<file path="config.mk">
export PLATFORM = sky130hd
export DESIGN_NAME = bruck_allgatherv_schedule_core_flat
export DESIGN_NICKNAME = d
export VERILOG_FILES = /design/src/bagv_pkg.sv /design/src/bagv_if.sv /design/src/bagv_ram.sv /design/src/bagv_sched.sv /design/src/bruck_allgatherv_schedule_core.sv /design/src/flat_wrapper.sv
export SDC_FILE = /design/constraint.sdc
export NUM_CORES = 1
export LEC_CHECK = 0
export BUFFER_PORTS_ARGS = -buffer_cell sky130_fd_sc_hd__buf_4
export CORE_MARGIN = 3
export CORE_UTILIZATION = 60
export DETAILED_ROUTE_END_ITERATION = 8
export GPL_ROUTABILITY_DRIVEN = 0
export PLACE_DENSITY = 0.75
export SKIP_CTS_REPAIR_TIMING = 1
export SLEW_MARGIN = 20
export SYNTH_ARGS = -nofsm -noshare
export SYNTH_HDL_FRONTEND = slang
export SYNTH_SLANG_ARGS = --single-unit
</file>
<file path="constraint.sdc">
create_clock -name i_clk -period 11.2 [get_ports i_clk]
set_input_delay 0 -clock i_clk [delete_from_list [all_inputs] [get_ports i_clk]]
set_output_delay 0 -clock i_clk [all_outputs]
set_load 0.01 [all_outputs]
</file>
<file path="src/bagv_pkg.sv">
// Shared constants, codes and types of the Bruck all-gather schedule core.
`timescale 1ns / 1ps

package bagv_pkg;

    localparam int MAX_RANKS   = 64;
    localparam int COUNT_BITS  = 16;
    localparam int ADDR_W      = $clog2(MAX_RANKS);

    localparam int RANK_W      = 6;
    localparam int NR_W        = 7;
    localparam int CNT_FIELD_W = 16;
    localparam int ROUND_W     = 3;
    localparam int ELEM_W      = 22;
    localparam int TOT_W       = 23;
    localparam int CFG_IDX_W   = 1;
    localparam int CFG_W       = 7;
    localparam int MSTEP_W     = $clog2(RANK_W);
    localparam int MOD_W       = NR_W + RANK_W - 1;

    typedef enum logic [0:0] {
        CMD_LOAD = 1'b0,
        CMD_GEN  = 1'b1
    } t_cmd;

    typedef enum logic [CFG_IDX_W-1:0] {
        REG_NUM_RANKS = 1'b0,
        REG_MY_RANK   = 1'b1
    } t_reg_idx;

    typedef enum logic [1:0] {
        ST_IDLE,
        ST_MOD,
        ST_WALK,
        ST_XTRA
    } t_state;

    typedef struct packed {
        logic              start;
        logic [NR_W-1:0]   n;
        logic [RANK_W-1:0] me;
    } t_gen_req;

    typedef struct packed {
        logic              en;
        logic [ADDR_W-1:0] addr;
    } t_rd_req;

endpackage

</file>
<file path="src/bagv_if.sv">
// Valid/ready channel interfaces for command words and schedule words.
`timescale 1ns / 1ps

interface bagv_in_if;
    logic                           valid;
    logic                           ready;
    logic                           cmd;
    logic [bagv_pkg::RANK_W-1:0]    rank_index;
    logic [bagv_pkg::CNT_FIELD_W-1:0] count;

    modport source (output valid, cmd, rank_index, count, input ready);
    modport sink   (input valid, cmd, rank_index, count, output ready);
endinterface

interface bagv_out_if;
    logic                          valid;
    logic                          ready;
    logic [bagv_pkg::ROUND_W-1:0]  round;
    logic [bagv_pkg::RANK_W-1:0]   dst_rank;
    logic [bagv_pkg::RANK_W-1:0]   src_rank;
    logic [bagv_pkg::ELEM_W-1:0]   send_elems;
    logic [bagv_pkg::ELEM_W-1:0]   recv_offset;
    logic [bagv_pkg::ELEM_W-1:0]   recv_elems;
    logic                          last;

    modport source (output valid, round, dst_rank, src_rank, send_elems,
                    recv_offset, recv_elems, last, input ready);
    modport sink   (input valid, round, dst_rank, src_rank, send_elems,
                    recv_offset, recv_elems, last, output ready);
endinterface

</file>
<file path="src/bagv_ram.sv">
// Single-port-write, single-port-read synchronous RAM with registered read data.
`timescale 1ns / 1ps

module bagv_ram #(
    parameter int DEPTH = 64,
    parameter int WIDTH = 16
) (
    input  logic                     i_clk,
    input  logic                     i_we,
    input  logic [$clog2(DEPTH)-1:0] i_waddr,
    input  logic [WIDTH-1:0]         i_wdata,
    input  logic                     i_re,
    input  logic [$clog2(DEPTH)-1:0] i_raddr,
    output logic [WIDTH-1:0]         o_rdata
);

    logic [WIDTH-1:0] r_mem [DEPTH];
    logic [WIDTH-1:0] r_rdata;

    always_ff @(posedge i_clk) begin
        if (i_we) begin
            r_mem[i_waddr] <= i_wdata;
        end
    end

    // Read data holds while no read is issued.
    always_ff @(posedge i_clk) begin
        if (i_re) begin
            r_rdata <= r_mem[i_raddr];
        end
    end

    assign o_rdata = r_rdata;

endmodule

</file>
<file path="src/bagv_sched.sv">
// Schedule sequencer: rank reduction, count table walk and result register.
`timescale 1ns / 1ps

module bagv_sched (
    input  logic                            i_clk,
    input  logic                            i_rst_n,
    input  bagv_pkg::t_gen_req              i_gen,
    output logic                            o_idle,
    output bagv_pkg::t_rd_req               o_rd,
    input  logic [bagv_pkg::COUNT_BITS-1:0] i_rd_data,
    bagv_out_if.source                      o_out
);

    localparam int NR_W    = bagv_pkg::NR_W;
    localparam int RANK_W  = bagv_pkg::RANK_W;
    localparam int ADDR_W  = bagv_pkg::ADDR_W;
    localparam int ROUND_W = bagv_pkg::ROUND_W;
    localparam int ELEM_W  = bagv_pkg::ELEM_W;
    localparam int TOT_W   = bagv_pkg::TOT_W;
    localparam int MSTEP_W = bagv_pkg::MSTEP_W;
    localparam int MOD_W   = bagv_pkg::MOD_W;

    bagv_pkg::t_state r_state, n_state;

    logic [NR_W-1:0]    r_n;
    logic [RANK_W-1:0]  r_me, n_me;
    logic [MSTEP_W-1:0] r_mstep;
    logic [ADDR_W-1:0]  r_addr;
    logic [NR_W-1:0]    r_issued;
    logic [NR_W-1:0]    r_plen;
    logic               r_dvalid;
    logic [TOT_W-1:0]   r_acc;
    logic [TOT_W-1:0]   r_held;
    logic [TOT_W-1:0]   r_se;
    logic [TOT_W-1:0]   r_total;
    logic [ROUND_W-1:0] r_round;

    logic               r_ovalid;
    logic [ROUND_W-1:0] r_oround, n_oround;
    logic [RANK_W-1:0]  r_osp, n_osp;
    logic [RANK_W-1:0]  r_orp, n_orp;
    logic [ELEM_W-1:0]  r_osend, n_osend;
    logic [ELEM_W-1:0]  r_ooff, n_ooff;
    logic [ELEM_W-1:0]  r_orecv, n_orecv;
    logic               r_olast, n_olast;

    logic [ROUND_W-1:0] rounds;
    logic [NR_W-1:0]    full;
    logic               extra;
    logic [NR_W-1:0]    gap;
    logic [NR_W-1:0]    me_w;
    logic [NR_W-1:0]    fwd;
    logic [NR_W-1:0]    bwd;
    logic [MOD_W-1:0]   mod_div;
    logic               can_emit;
    logic               advance;
    logic               issue;
    logic               step;
    logic               at_end;
    logic               emit_norm;
    logic               emit;
    logic [TOT_W-1:0]   acc_new;

    // Round count is the position of the top set bit of n.
    always_comb begin
        rounds = '0;
        for (int b = 1; b < NR_W; b++) begin
            if (r_n[b]) begin
                rounds = ROUND_W'(b);
            end
        end
    end

    assign full  = NR_W'(1) << rounds;
    assign extra = (r_n & (r_n - NR_W'(1))) != '0;

    // Partners for the current gap; gap never exceeds n.
    assign gap  = NR_W'(1) << r_round;
    assign me_w = NR_W'(r_me);
    assign fwd  = (me_w + gap >= r_n) ? me_w + gap - r_n : me_w + gap;
    assign bwd  = (me_w >= gap) ? me_w - gap : me_w + r_n - gap;

    // One restoring step of my_rank mod n per cycle.
    assign mod_div = MOD_W'(r_n) << r_mstep;
    always_comb begin
        if (MOD_W'(r_me) >= mod_div) begin
            n_me = r_me - RANK_W'(mod_div);
        end else begin
            n_me = r_me;
        end
    end

    assign can_emit  = !r_ovalid || o_out.ready;
    assign advance   = !r_dvalid || can_emit;
    assign issue     = (r_state == bagv_pkg::ST_WALK) && advance && (r_issued != r_n);
    assign step      = (r_state == bagv_pkg::ST_WALK) && r_dvalid && can_emit;
    assign acc_new   = r_acc + TOT_W'(i_rd_data);
    assign at_end    = step && (r_plen == r_n);
    assign emit_norm = step && (r_round < rounds) && (r_plen == (gap << 1));

    always_comb begin
        n_state  = r_state;
        emit     = 1'b0;
        n_oround = r_round;
        n_osp    = RANK_W'(bwd);
        n_orp    = RANK_W'(fwd);
        n_osend  = ELEM_W'(r_held);
        n_ooff   = ELEM_W'(r_held);
        n_orecv  = ELEM_W'(acc_new - r_held);
        n_olast  = !extra && (ROUND_W'(r_round + ROUND_W'(1)) == rounds);
        case (r_state)
            bagv_pkg::ST_IDLE: begin
                if (i_gen.start) begin
                    n_state = bagv_pkg::ST_MOD;
                end
            end
            bagv_pkg::ST_MOD: begin
                if (r_mstep == '0) begin
                    n_state = bagv_pkg::ST_WALK;
                end
            end
            bagv_pkg::ST_WALK: begin
                emit = emit_norm;
                if (at_end) begin
                    n_state = extra ? bagv_pkg::ST_XTRA : bagv_pkg::ST_IDLE;
                end
            end
            bagv_pkg::ST_XTRA: begin
                // Remainder round: send what the partner lacks, take the rest.
                n_osend = ELEM_W'(r_se);
                n_orecv = ELEM_W'(r_total - r_held);
                n_olast = 1'b1;
                if (can_emit) begin
                    emit    = 1'b1;
                    n_state = bagv_pkg::ST_IDLE;
                end
            end
            default: begin
                n_state = bagv_pkg::ST_IDLE;
            end
        endcase
    end

    always_ff @(posedge i_clk) begin
        if (!i_rst_n) begin
            r_state <= bagv_pkg::ST_IDLE;
        end else begin
            r_state <= n_state;
        end
    end

    always_ff @(posedge i_clk) begin
        if (!i_rst_n) begin
            r_dvalid <= 1'b0;
            r_total  <= '0;
        end else begin
            case (r_state)
                bagv_pkg::ST_IDLE: begin
                    if (i_gen.start) begin
                        r_n      <= i_gen.n;
                        r_me     <= i_gen.me;
                        r_mstep  <= MSTEP_W'(RANK_W - 1);
                        r_issued <= '0;
                        r_dvalid <= 1'b0;
                        r_acc    <= '0;
                        r_round  <= '0;
                    end
                end
                bagv_pkg::ST_MOD: begin
                    r_me    <= n_me;
                    r_mstep <= r_mstep - MSTEP_W'(1);
                    r_addr  <= ADDR_W'(n_me);
                end
                bagv_pkg::ST_WALK: begin
                    if (issue) begin
                        r_addr   <= (NR_W'(r_addr) == r_n - NR_W'(1)) ? '0
                                                                       : r_addr + ADDR_W'(1);
                        r_issued <= r_issued + NR_W'(1);
                        r_plen   <= r_issued + NR_W'(1);
                    end
                    if (advance) begin
                        r_dvalid <= issue;
                    end
                    if (step) begin
                        r_acc <= acc_new;
                        if (r_plen == NR_W'(1)) begin
                            r_held <= acc_new;
                        end
                        if (r_plen == r_n - full) begin
                            r_se <= acc_new;
                        end
                    end
                    if (emit_norm) begin
                        r_held  <= acc_new;
                        r_round <= r_round + ROUND_W'(1);
                    end
                    if (at_end) begin
                        r_total <= acc_new;
                    end
                end
                default: begin
                end
            endcase
        end
    end

    // Result register: load on emit, drop once taken.
    always_ff @(posedge i_clk) begin
        if (!i_rst_n) begin
            r_ovalid <= 1'b0;
        end else if (emit) begin
            r_ovalid <= 1'b1;
        end else if (o_out.ready) begin
            r_ovalid <= 1'b0;
        end
    end

    always_ff @(posedge i_clk) begin
        if (emit) begin
            r_oround <= n_oround;
            r_osp    <= n_osp;
            r_orp    <= n_orp;
            r_osend  <= n_osend;
            r_ooff   <= n_ooff;
            r_orecv  <= n_orecv;
            r_olast  <= n_olast;
        end
    end

    assign o_idle  = (r_state == bagv_pkg::ST_IDLE);
    assign o_rd.en   = issue;
    assign o_rd.addr = r_addr;

    assign o_out.valid       = r_ovalid;
    assign o_out.round       = r_oround;
    assign o_out.dst_rank    = r_osp;
    assign o_out.src_rank    = r_orp;
    assign o_out.send_elems  = r_osend;
    assign o_out.recv_offset = r_ooff;
    assign o_out.recv_elems  = r_orecv;
    assign o_out.last        = r_olast;

endmodule

</file>
<file path="src/bruck_allgatherv_schedule_core.sv">
// Top level of the Bruck all-gather schedule core.
//
// Command words arrive on i_in. A load word (cmd 0) writes one rank's element
// count into the count table; it gives no result. A generate word (cmd 1)
// produces one schedule word per exchange round on o_out, the final one
// flagged by last; a single rank gives none. A generate holds i_in closed
// while ST_MOD reduces my_rank modulo n and the walk then issues the first
// count table read and takes one entry per cycle while o_out is not stalled,
// through the table RAM's single read port, accumulating as it goes and
// issuing each round's word when its window closes; the remainder round, if
// any, follows the walk. i_in stays closed until the final word has been
// placed in the output register. A stall on o_out holds the output register
// and pauses the walk. Configuration goes through i_cfg_we / i_cfg_idx /
// i_cfg_data; the user must write it only while the block is idle, which the
// block itself does not enforce. Reset sets one rank, rank 0, and empties the
// output; the count table is not cleared and must be loaded before a generate.
`timescale 1ns / 1ps

module bruck_allgatherv_schedule_core (
    input  logic                           i_clk,
    input  logic                           i_rst_n,
    bagv_in_if.sink                        i_in,
    bagv_out_if.source                     o_out,
    input  logic                           i_cfg_we,
    input  logic [bagv_pkg::CFG_IDX_W-1:0] i_cfg_idx,
    input  logic [bagv_pkg::CFG_W-1:0]     i_cfg_data
);

    localparam int NR_W   = bagv_pkg::NR_W;
    localparam int RANK_W = bagv_pkg::RANK_W;
    localparam int ADDR_W = bagv_pkg::ADDR_W;

    logic [NR_W-1:0]   r_num_ranks;
    logic [RANK_W-1:0] r_my_rank;
    logic [NR_W-1:0]   n_clamped;
    logic              idle;
    logic              in_acc;
    logic              tbl_we;
    logic [bagv_pkg::COUNT_BITS-1:0] rd_data;

    bagv_pkg::t_gen_req gen;
    bagv_pkg::t_rd_req  rd;

    always_ff @(posedge i_clk) begin
        if (!i_rst_n) begin
            r_num_ranks <= NR_W'(1);
            r_my_rank   <= '0;
        end else if (i_cfg_we) begin
            case (i_cfg_idx)
                bagv_pkg::REG_NUM_RANKS: r_num_ranks <= NR_W'(i_cfg_data);
                bagv_pkg::REG_MY_RANK:   r_my_rank   <= i_cfg_data[RANK_W-1:0];
                default: begin
                end
            endcase
        end
    end

    // Zero ranks behaves as one; saturate at the table depth.
    always_comb begin
        if (r_num_ranks == '0) begin
            n_clamped = NR_W'(1);
        end else if (int'(r_num_ranks) > bagv_pkg::MAX_RANKS) begin
            n_clamped = NR_W'(bagv_pkg::MAX_RANKS);
        end else begin
            n_clamped = r_num_ranks;
        end
    end

    assign i_in.ready = idle;
    assign in_acc     = i_in.valid && idle;
    assign tbl_we     = in_acc && (i_in.cmd == bagv_pkg::CMD_LOAD)
                        && (int'(i_in.rank_index) < bagv_pkg::MAX_RANKS);

    assign gen.start = in_acc && (i_in.cmd == bagv_pkg::CMD_GEN);
    assign gen.n     = n_clamped;
    assign gen.me    = r_my_rank;

    // Loads only land while idle, so the walk never overlaps a table write.
    bagv_ram #(
        .DEPTH (bagv_pkg::MAX_RANKS),
        .WIDTH (bagv_pkg::COUNT_BITS)
    ) u_table (
        .i_clk   (i_clk),
        .i_we    (tbl_we),
        .i_waddr (ADDR_W'(i_in.rank_index)),
        .i_wdata (i_in.count[bagv_pkg::COUNT_BITS-1:0]),
        .i_re    (rd.en),
        .i_raddr (rd.addr),
        .o_rdata (rd_data)
    );

    bagv_sched u_sched (
        .i_clk     (i_clk),
        .i_rst_n   (i_rst_n),
        .i_gen     (gen),
        .o_idle    (idle),
        .o_rd      (rd),
        .i_rd_data (rd_data),
        .o_out     (o_out)
    );

endmodule

</file>
<file path="src/flat_wrapper.sv">
// flat-port wrapper written by rule: the top's interface ports become plain ports
module bruck_allgatherv_schedule_core_flat 
  (i_clk, i_rst_n, i_cfg_we, i_cfg_idx, i_cfg_data, i_in_valid, i_in_cmd, i_in_rank_index, i_in_count, i_in_ready, o_out_valid, o_out_round, o_out_dst_rank, o_out_src_rank, o_out_send_elems, o_out_recv_offset, o_out_recv_elems, o_out_last, o_out_ready);
  bagv_in_if i_in_i ();
  bagv_out_if o_out_i ();
  input  logic i_clk;
  input  logic i_rst_n;
  input  logic i_cfg_we;
  input  logic [bagv_pkg::CFG_IDX_W-1:0] i_cfg_idx;
  input  logic [bagv_pkg::CFG_W-1:0] i_cfg_data;
  input wire logic [$bits(i_in_i.valid)-1:0] i_in_valid;
  input wire logic [$bits(i_in_i.cmd)-1:0] i_in_cmd;
  input wire logic [$bits(i_in_i.rank_index)-1:0] i_in_rank_index;
  input wire logic [$bits(i_in_i.count)-1:0] i_in_count;
  output wire logic [$bits(i_in_i.ready)-1:0] i_in_ready;
  output wire logic [$bits(o_out_i.valid)-1:0] o_out_valid;
  output wire logic [$bits(o_out_i.round)-1:0] o_out_round;
  output wire logic [$bits(o_out_i.dst_rank)-1:0] o_out_dst_rank;
  output wire logic [$bits(o_out_i.src_rank)-1:0] o_out_src_rank;
  output wire logic [$bits(o_out_i.send_elems)-1:0] o_out_send_elems;
  output wire logic [$bits(o_out_i.recv_offset)-1:0] o_out_recv_offset;
  output wire logic [$bits(o_out_i.recv_elems)-1:0] o_out_recv_elems;
  output wire logic [$bits(o_out_i.last)-1:0] o_out_last;
  input wire logic [$bits(o_out_i.ready)-1:0] o_out_ready;
  assign i_in_i.valid = i_in_valid;
  assign i_in_i.cmd = i_in_cmd;
  assign i_in_i.rank_index = i_in_rank_index;
  assign i_in_i.count = i_in_count;
  assign i_in_ready = i_in_i.ready;
  assign o_out_valid = o_out_i.valid;
  assign o_out_round = o_out_i.round;
  assign o_out_dst_rank = o_out_i.dst_rank;
  assign o_out_src_rank = o_out_i.src_rank;
  assign o_out_send_elems = o_out_i.send_elems;
  assign o_out_recv_offset = o_out_i.recv_offset;
  assign o_out_recv_elems = o_out_i.recv_elems;
  assign o_out_last = o_out_i.last;
  assign o_out_i.ready = o_out_ready;
  bruck_allgatherv_schedule_core u_core (.i_clk(i_clk), .i_rst_n(i_rst_n), .i_in(i_in_i), .o_out(o_out_i), .i_cfg_we(i_cfg_we), .i_cfg_idx(i_cfg_idx), .i_cfg_data(i_cfg_data));
endmodule
</file>
-- Word-level counts from Yosys, hierarchy flattened
Memory sizes are Yosys's and may differ from the RTL's. A register that Yosys moved wholly into a read port is not among the register bits.
Index checks and enable logic that the tools add are counted.
- bits in registers: 227
- bits in writable memories: 1024
- input port bits: 36
- output and inout bits: 84
- logic and storage cells: 156
- memories kept: 1
- memories (name ; words ; bits a word ; read ports ; clocked after Yosys merged registers in ; wr ports ; line ; text):
    u_core.u_table.r_mem ; 64 ; 16 ; 1 ; 1 ; 1 ; bagv_ram.sv:17 ; logic [WIDTH-1:0] r_mem [DEPTH];
- add/subtract/negate cells: 15
- $lt $le $gt $ge: 5
- equality and inequality tests: 18
- shift operators: 3
- muxes and demuxes: 46
- bitwise logic cells: 3
- reduce and logical (&&, ||, !) cells: 41
- operator list (cell ; number):
    $mux W22 ; 5
    $mux W23 ; 2
    $pmux W23 S2 ; 1
    $sub A22 B22 Y22 ; 2
    $mux W6 ; 6
    $pmux W6 S2 ; 2
    $reduce_and A4 Y1 ; 6
    $sub A6 B6 Y6 ; 4
    $add A23 B16 Y23 ; 1
    $eq A7 B7 Y1 ; 3
    $mux W3 ; 7
    $mux W7 ; 3
    $ne A2 B2 Y1 const B ; 8
    $reduce_and A3 Y1 ; 5
    $pmux W7 S2 ; 1
    $shl A1 B3 Y7 const A ; 2
    $ge A6 B12 Y1 ; 1
    $mux W2 ; 6
    $pmux W3 S2 ; 2
    $reduce_bool A2 Y1 ; 6
    $shl A7 B3 Y12 ; 1
    $logic_and A1 B1 Y1 ; 11
    $mux W1 ; 8
    $pmux W2 S4 ; 1
    other kinds (29) ; 37

-- Depth between registers and ports, before layout
- word-level depth: 11
- gate-level depth with buffers: 19

-- By module
From an unflattened synthesis, not the netlist that was laid out.
- cells, all modules: 3022
- area total of the unflattened synthesis: 52846.9 um^2
- modules (own cells, without submodules) (module ; times used ; cells each ; area an instance (um^2)):
    bagv_ram ; 1 ; 1829 ; 40202.3
    bagv_sched ; 1 ; 1122 ; 12037.8
    bruck_allgatherv_schedule_core ; 1 ; 71 ; 606.8

-- Least setup slack after synthesis
Ideal clock, no wire load.
- path kind: flip-flop to flip-flop
- start point: register u_core.u_sched.r_state[0]
- end point: register u_core.u_sched.r_osp[0], in the netlist u_core.u_sched.o_out.dst_rank[0] (enable)
- data arrival time: 6.869 ns
- data required time: 10.564 ns
- path slack: 3.695 ns
- cell stages (with the launch flop): 5
- buffers on the path: 2
- clock period less this slack: 7.505 ns
- cell sequence: dfxtp_1 > clkbuf_1 > nand2_1 > clkbuf_1 > o21ai_0
- word-level cells in the longest chain between the ends: 6
- elaborated cells on any way between the ends: 7
- classes of those cells: eq/ne (2); mux (1); reduce/logical (4)
- ends and longest elaborated chain (what ; line ; text):
    start: declaration ; bagv_sched.sv:23 ; bagv_pkg::t_state r_state, n_state;
    start signal: assignment ; bagv_sched.sv:146 ; r_state <= bagv_pkg::ST_IDLE;
    start signal: assignment ; bagv_sched.sv:148 ; r_state <= n_state;
    $eq A2 B2 Y1 ; bagv_sched.sv:96, bagv_sched.sv:111 ;
    $logic_and A1 B1 Y1 (2 in a row) ; bagv_sched.sv:96 ; assign step = (r_state == bagv_pkg::ST_WALK) && r_dvalid && can_emit;
    $logic_and A1 B1 Y1 (2 in a row) ; bagv_sched.sv:99 ; assign emit_norm = step && (r_round < rounds) && (r_plen == (gap << 1));
    $pmux W1 S2 (*) ; bagv_sched.sv:111 ; case (r_state)
    net u_core.u_sched.emit ; bagv_sched.sv:61 ; logic emit;
    end signal: assignment ; bagv_sched.sv:221 ; r_osp <= n_osp;
    end: declaration ; bagv_sched.sv:40 ; logic [RANK_W-1:0] r_osp, n_osp;
The timed path passes the listed nets; every way through them passes the cells marked *.
A chain may end at the register's enable or synchronous reset.

-- Final worst setup path
- start point: register u_core.u_table.r_rdata[6], in the netlist u_core.u_table.o_rdata[6] (read register of u_core.u_table.r_mem)
- end point: register u_core.u_sched.r_orecv[21], in the netlist u_core.u_sched.o_out.recv_elems[21], data pin
- word-level cells in the longest chain between the ends: 3
- ends and longest elaborated chain (what ; line ; text):
    start: declaration ; bagv_ram.sv:18 ; logic [WIDTH-1:0] r_rdata;
    $add A23 B16 Y23 ; bagv_sched.sv:97 ; assign acc_new = r_acc + TOT_W'(i_rd_data);
    $sub A22 B22 Y22 ; bagv_sched.sv:109 ; n_orecv = ELEM_W'(acc_new - r_held);
    $mux W22 ; bagv_sched.sv:111 ;
    net u_core.u_sched.n_orecv[21] ; bagv_sched.sv:44 ; logic [ELEM_W-1:0] r_orecv, n_orecv;
    end signal: assignment ; bagv_sched.sv:225 ; r_orecv <= n_orecv;
    end: declaration ; bagv_sched.sv:44 ;
The timed path passes the listed nets, and every way through them passes these cells.

==> results.sh <==
export IMPL_rsz0062_at_grt="no"
export IMPL_coreArea_mm2=0.0857
export IMPL_synth_xor_area_share_pct=1.66
export IMPL_p_leak_nw=19.6
export IMPL_yosysWarnings=0
export IMPL_io_pins=120
export IMPL_setup_ws_ns=6.19
export IMPL_drive_gt1_share_pct=23.5
export IMPL_numCtsBuffers=121
export IMPL_grt_met2_usage_pct=46.4
export IMPL_synth_simple_area_share_pct=3.78
export IMPL_cts_tree="built"
export IMPL_maxSlewViolCount=0
export IMPL_fmaxAchievable_mhz=200
export IMPL_synthMuxAreaShare_pct=15.2
export IMPL_irDropWorstVdd_mv=0.165
export IMPL_worstPathRequired_ns=11.65
export IMPL_synth_avg_cell_area_um2=18.9
export IMPL_routed_wl_um=121000
export IMPL_synth_seq_area_share_pct=72.0
export IMPL_holdCritPathClass="in2reg"
export IMPL_ys_seq_elements=1266
export IMPL_synthAdderAreaFrac_pct=2.66
export IMPL_worstPathMaxFanout=6
export IMPL_violations="hold timing"
export IMPL_setup_tns_ns=0
export IMPL_die_h_um=301
export IMPL_htreeDepth=3
export IMPL_port_buffers=119
export IMPL_grt_first_pass_wirelength_um=180000
export IMPL_die_x_um=301
export IMPL_cp_arrival_ns=5.46
export IMPL_cts_buffer_depth=3
export IMPL_relSlewSlack_pct=25.7
export IMPL_via_count=27500
export IMPL_grt_max_degree=150
export IMPL_cts_root_buf="clkbuf_16"
export IMPL_synth_nets=2909
export IMPL_worst_pin_slew_ns=1.11
export IMPL_num_fill_cells=5314
export IMPL_firstDrtPassIters=5
export IMPL_start_util_pct=61.0
export IMPL_dpl_worst_slack_ns=6.35
export IMPL_synth_area_mm2=0.0522
export IMPL_synth_compound_area_share_pct=2.87
export IMPL_grt_util_met1_pct=36.8
export IMPL_first_global_vias=27800
export IMPL_drtAntennaViolNets=0
export IMPL_areaGrowthSynthToFinish_pct=13.1
export IMPL_first_iter_violations=2876
export IMPL_met3_usage_pct=5.51
export IMPL_grt_busiest_layer="met2"
export IMPL_post_drt_wl_per_cell_um=28.4
export IMPL_die_area_mm2=0.0906
export IMPL_power_total_mw=10.9
export IMPL_rows=107
export IMPL_fin_crit_ns=5.01
export IMPL_antenna_found_initial=6
export IMPL_clk_latency_ns=0.71
export IMPL_max_cap_violations=0
export IMPL_end_kind="flop"
export IMPL_synth_edf_count=1227
export IMPL_min_period_over_period_pct=44.7
export IMPL_synth_top_family_by_area="multiplexers"
export IMPL_syn_inst=2769
export IMPL_synth_distinct_cells=62
export IMPL_clock_sinks=1266
export IMPL_grt_overflow_total=0
export IMPL_final_util_pct=69.0
export IMPL_path_class="reg2reg"
export IMPL_async_flop_share_pct=0
export IMPL_cp_start_kind="flop"
export IMPL_setup_viol=0
export IMPL_avgViaCountPerCell=6.45
export IMPL_power_density_mw_per_mm2=185
export IMPL_path_clk_slew_ns=0.06
export IMPL_nNetsFinal=3149
export IMPL_hold_violations=1
export IMPL_skew_ns=0.0444
export IMPL_dpl_hpwl_um=69000
export IMPL_remaining_drc_errors=0
export IMPL_synthFlopType="edfxtp_1"
export IMPL_hold_ws_ns=-0.00611
export IMPL_track_usage_pct=27.3
export IMPL_status="finished, violations left"
area by class of cell:
class,instances,area [um^2],share of cell area (%)
Antenna cell,4,10.0,0.0169
Clock buffer,163,3330,5.63
Clock inverter,63,608,1.03
Inverter,105,394,0.667
Multi-Input combinational cell,1273,13700,23.3
Sequential cell,1266,37600,63.7
Tap cell,1144,1430,2.42
Timing Repair Buffer,242,1950,3.30
logic make-up after synthesis:
logic type	after synthesis
XOR/XNOR	99
buffers and inverters	230
adder cells (fa/ha/maj)	104
flip-flops	1266
AO/OA/AOI/OAI	249
multiplexers	382
AND/OR/NAND/NOR	439
final timing paths:
check | cells past startpoint | slack (ns) | start | end
worst max-delay path | 18 | 6.19 | u_core.u_table.o_rdata[6]$_DFFE_PP_ | u_core.u_sched.o_out.recv_elems[21]$_DFFE_PP_
worst min-delay path | 5 | -0.006 | i_in_cmd | u_core.u_sched.r_state[0]$_SDFFE_PN0P_
worst max register to register | 18 | 6.19 | u_core.u_table.o_rdata[6]$_DFFE_PP_ | u_core.u_sched.o_out.recv_elems[21]$_DFFE_PP_
worst min register to register | 0 | 0.44 | u_core.u_sched.r_held[3]$_DFFE_PP_ | u_core.u_sched.o_out.recv_offset[3]$_DFFE_PP_
report_power, final:
| group | total, mW | switching (mW) | internal [mW] |
|---|---|---|---|
| Sequential | 5.37 | 0.0550 | 5.32 |
| Clock | 3.99 | 1.72 | 2.27 |
| Combinational | 1.56 | 0.891 | 0.670 |
critical path, cell delays in order (launching register included):
cell,delay (ns)
edfxtp_1,0.52
ha_1,0.41
a21oi_1,0.26
nand2_1,0.07
o21ai_1,0.28
o21bai_1,0.15
a21o_1,0.19
a21oi_1,0.16
xor2_1,0.35
o21ai_0,0.20
ha_1,0.42
a21oi_1,0.24
a21boi_0,0.19
nor3_1,0.22
a2bb2oi_1,0.23
o311ai_1,0.18
and3_1,0.23
a211o_1,0.30
xnor2_1,0.13
registers in the layout (all words and copies together) (netlist names), 7 cells and up:
name	cells
u_core.u_sched.r_se	22
u_core.u_sched.r_plen	7
u_core.u_sched.o_out.recv_offset	22
u_core.u_sched.r_acc	22
u_core.u_sched.r_n	7
u_core.u_sched.r_total	22
u_core.u_sched.o_out.send_elems	22
u_core.u_table.r_mem	1024
u_core.u_table.o_rdata	16
u_core.u_sched.r_held	22
u_core.u_sched.o_out.recv_elems	22
u_core.u_sched.r_issued	7
u_core.r_num_ranks	7
per-layer routing:
layer	vias up	wire length (um)
li1	11600	-
met1	14200	44900
met3	229	10900
met5	-	16
met4	2	2930
met2	1437	62400
stage by stage:
step                      instance area, um^2  cells  hold WS, ns
after floorplan                         52200   2769       0.0989
after global placement                  54800   3994        0.249
after detailed placement                54800   3995        0.255
after CTS                               58700   4221       -0.478
after global routing                    59100   4257       0.0104
final                                   59100   4260     -0.00611
Yosys cell counts (16+ instances only):
| cell | instances | area (um^2) |
|---|---|---|
| mux4_2 | 330 | 7430 |
| buf_1 | 24 | 90.1 |
| nand3_1 | 37 | 185 |
| a21oi_1 | 81 | 405 |
| inv_1 | 105 | 394 |
| nand2_1 | 112 | 420 |
| dfxtp_1 | 39 | 781 |
| nor2_1 | 182 | 683 |
| a21o_1 | 16 | 120 |
| xor2_1 | 40 | 350 |
| clkbuf_1 | 69 | 259 |
| nor3_1 | 19 | 95.1 |
| xnor2_1 | 59 | 517 |
| ha_1 | 92 | 1150 |
| edfxtp_1 | 1227 | 36800 |
| mux2i_1 | 45 | 450 |
| nor2b_1 | 20 | 125 |
| o21ai_0 | 65 | 325 |
| buf_2 | 30 | 150 |
layout by cell type, fill, tap and decap left out, types with 20 or more instances in the layout:
cell type,count
nand2_1,112
mux4_2,330
dlygate4sd3_1,35
clkbuf_16,123
nor2b_1,20
dfxtp_1,39
nand3_1,37
buf_4,203
clkbuf_1,30
edfxtp_1,1227
inv_1,105
ha_1,92
a21oi_1,80
o21ai_0,64
clkinv_1,20
mux2i_1,45
xor2_1,40
xnor2_1,59
nor2_1,182
Power figures use the tool's default switching activity.
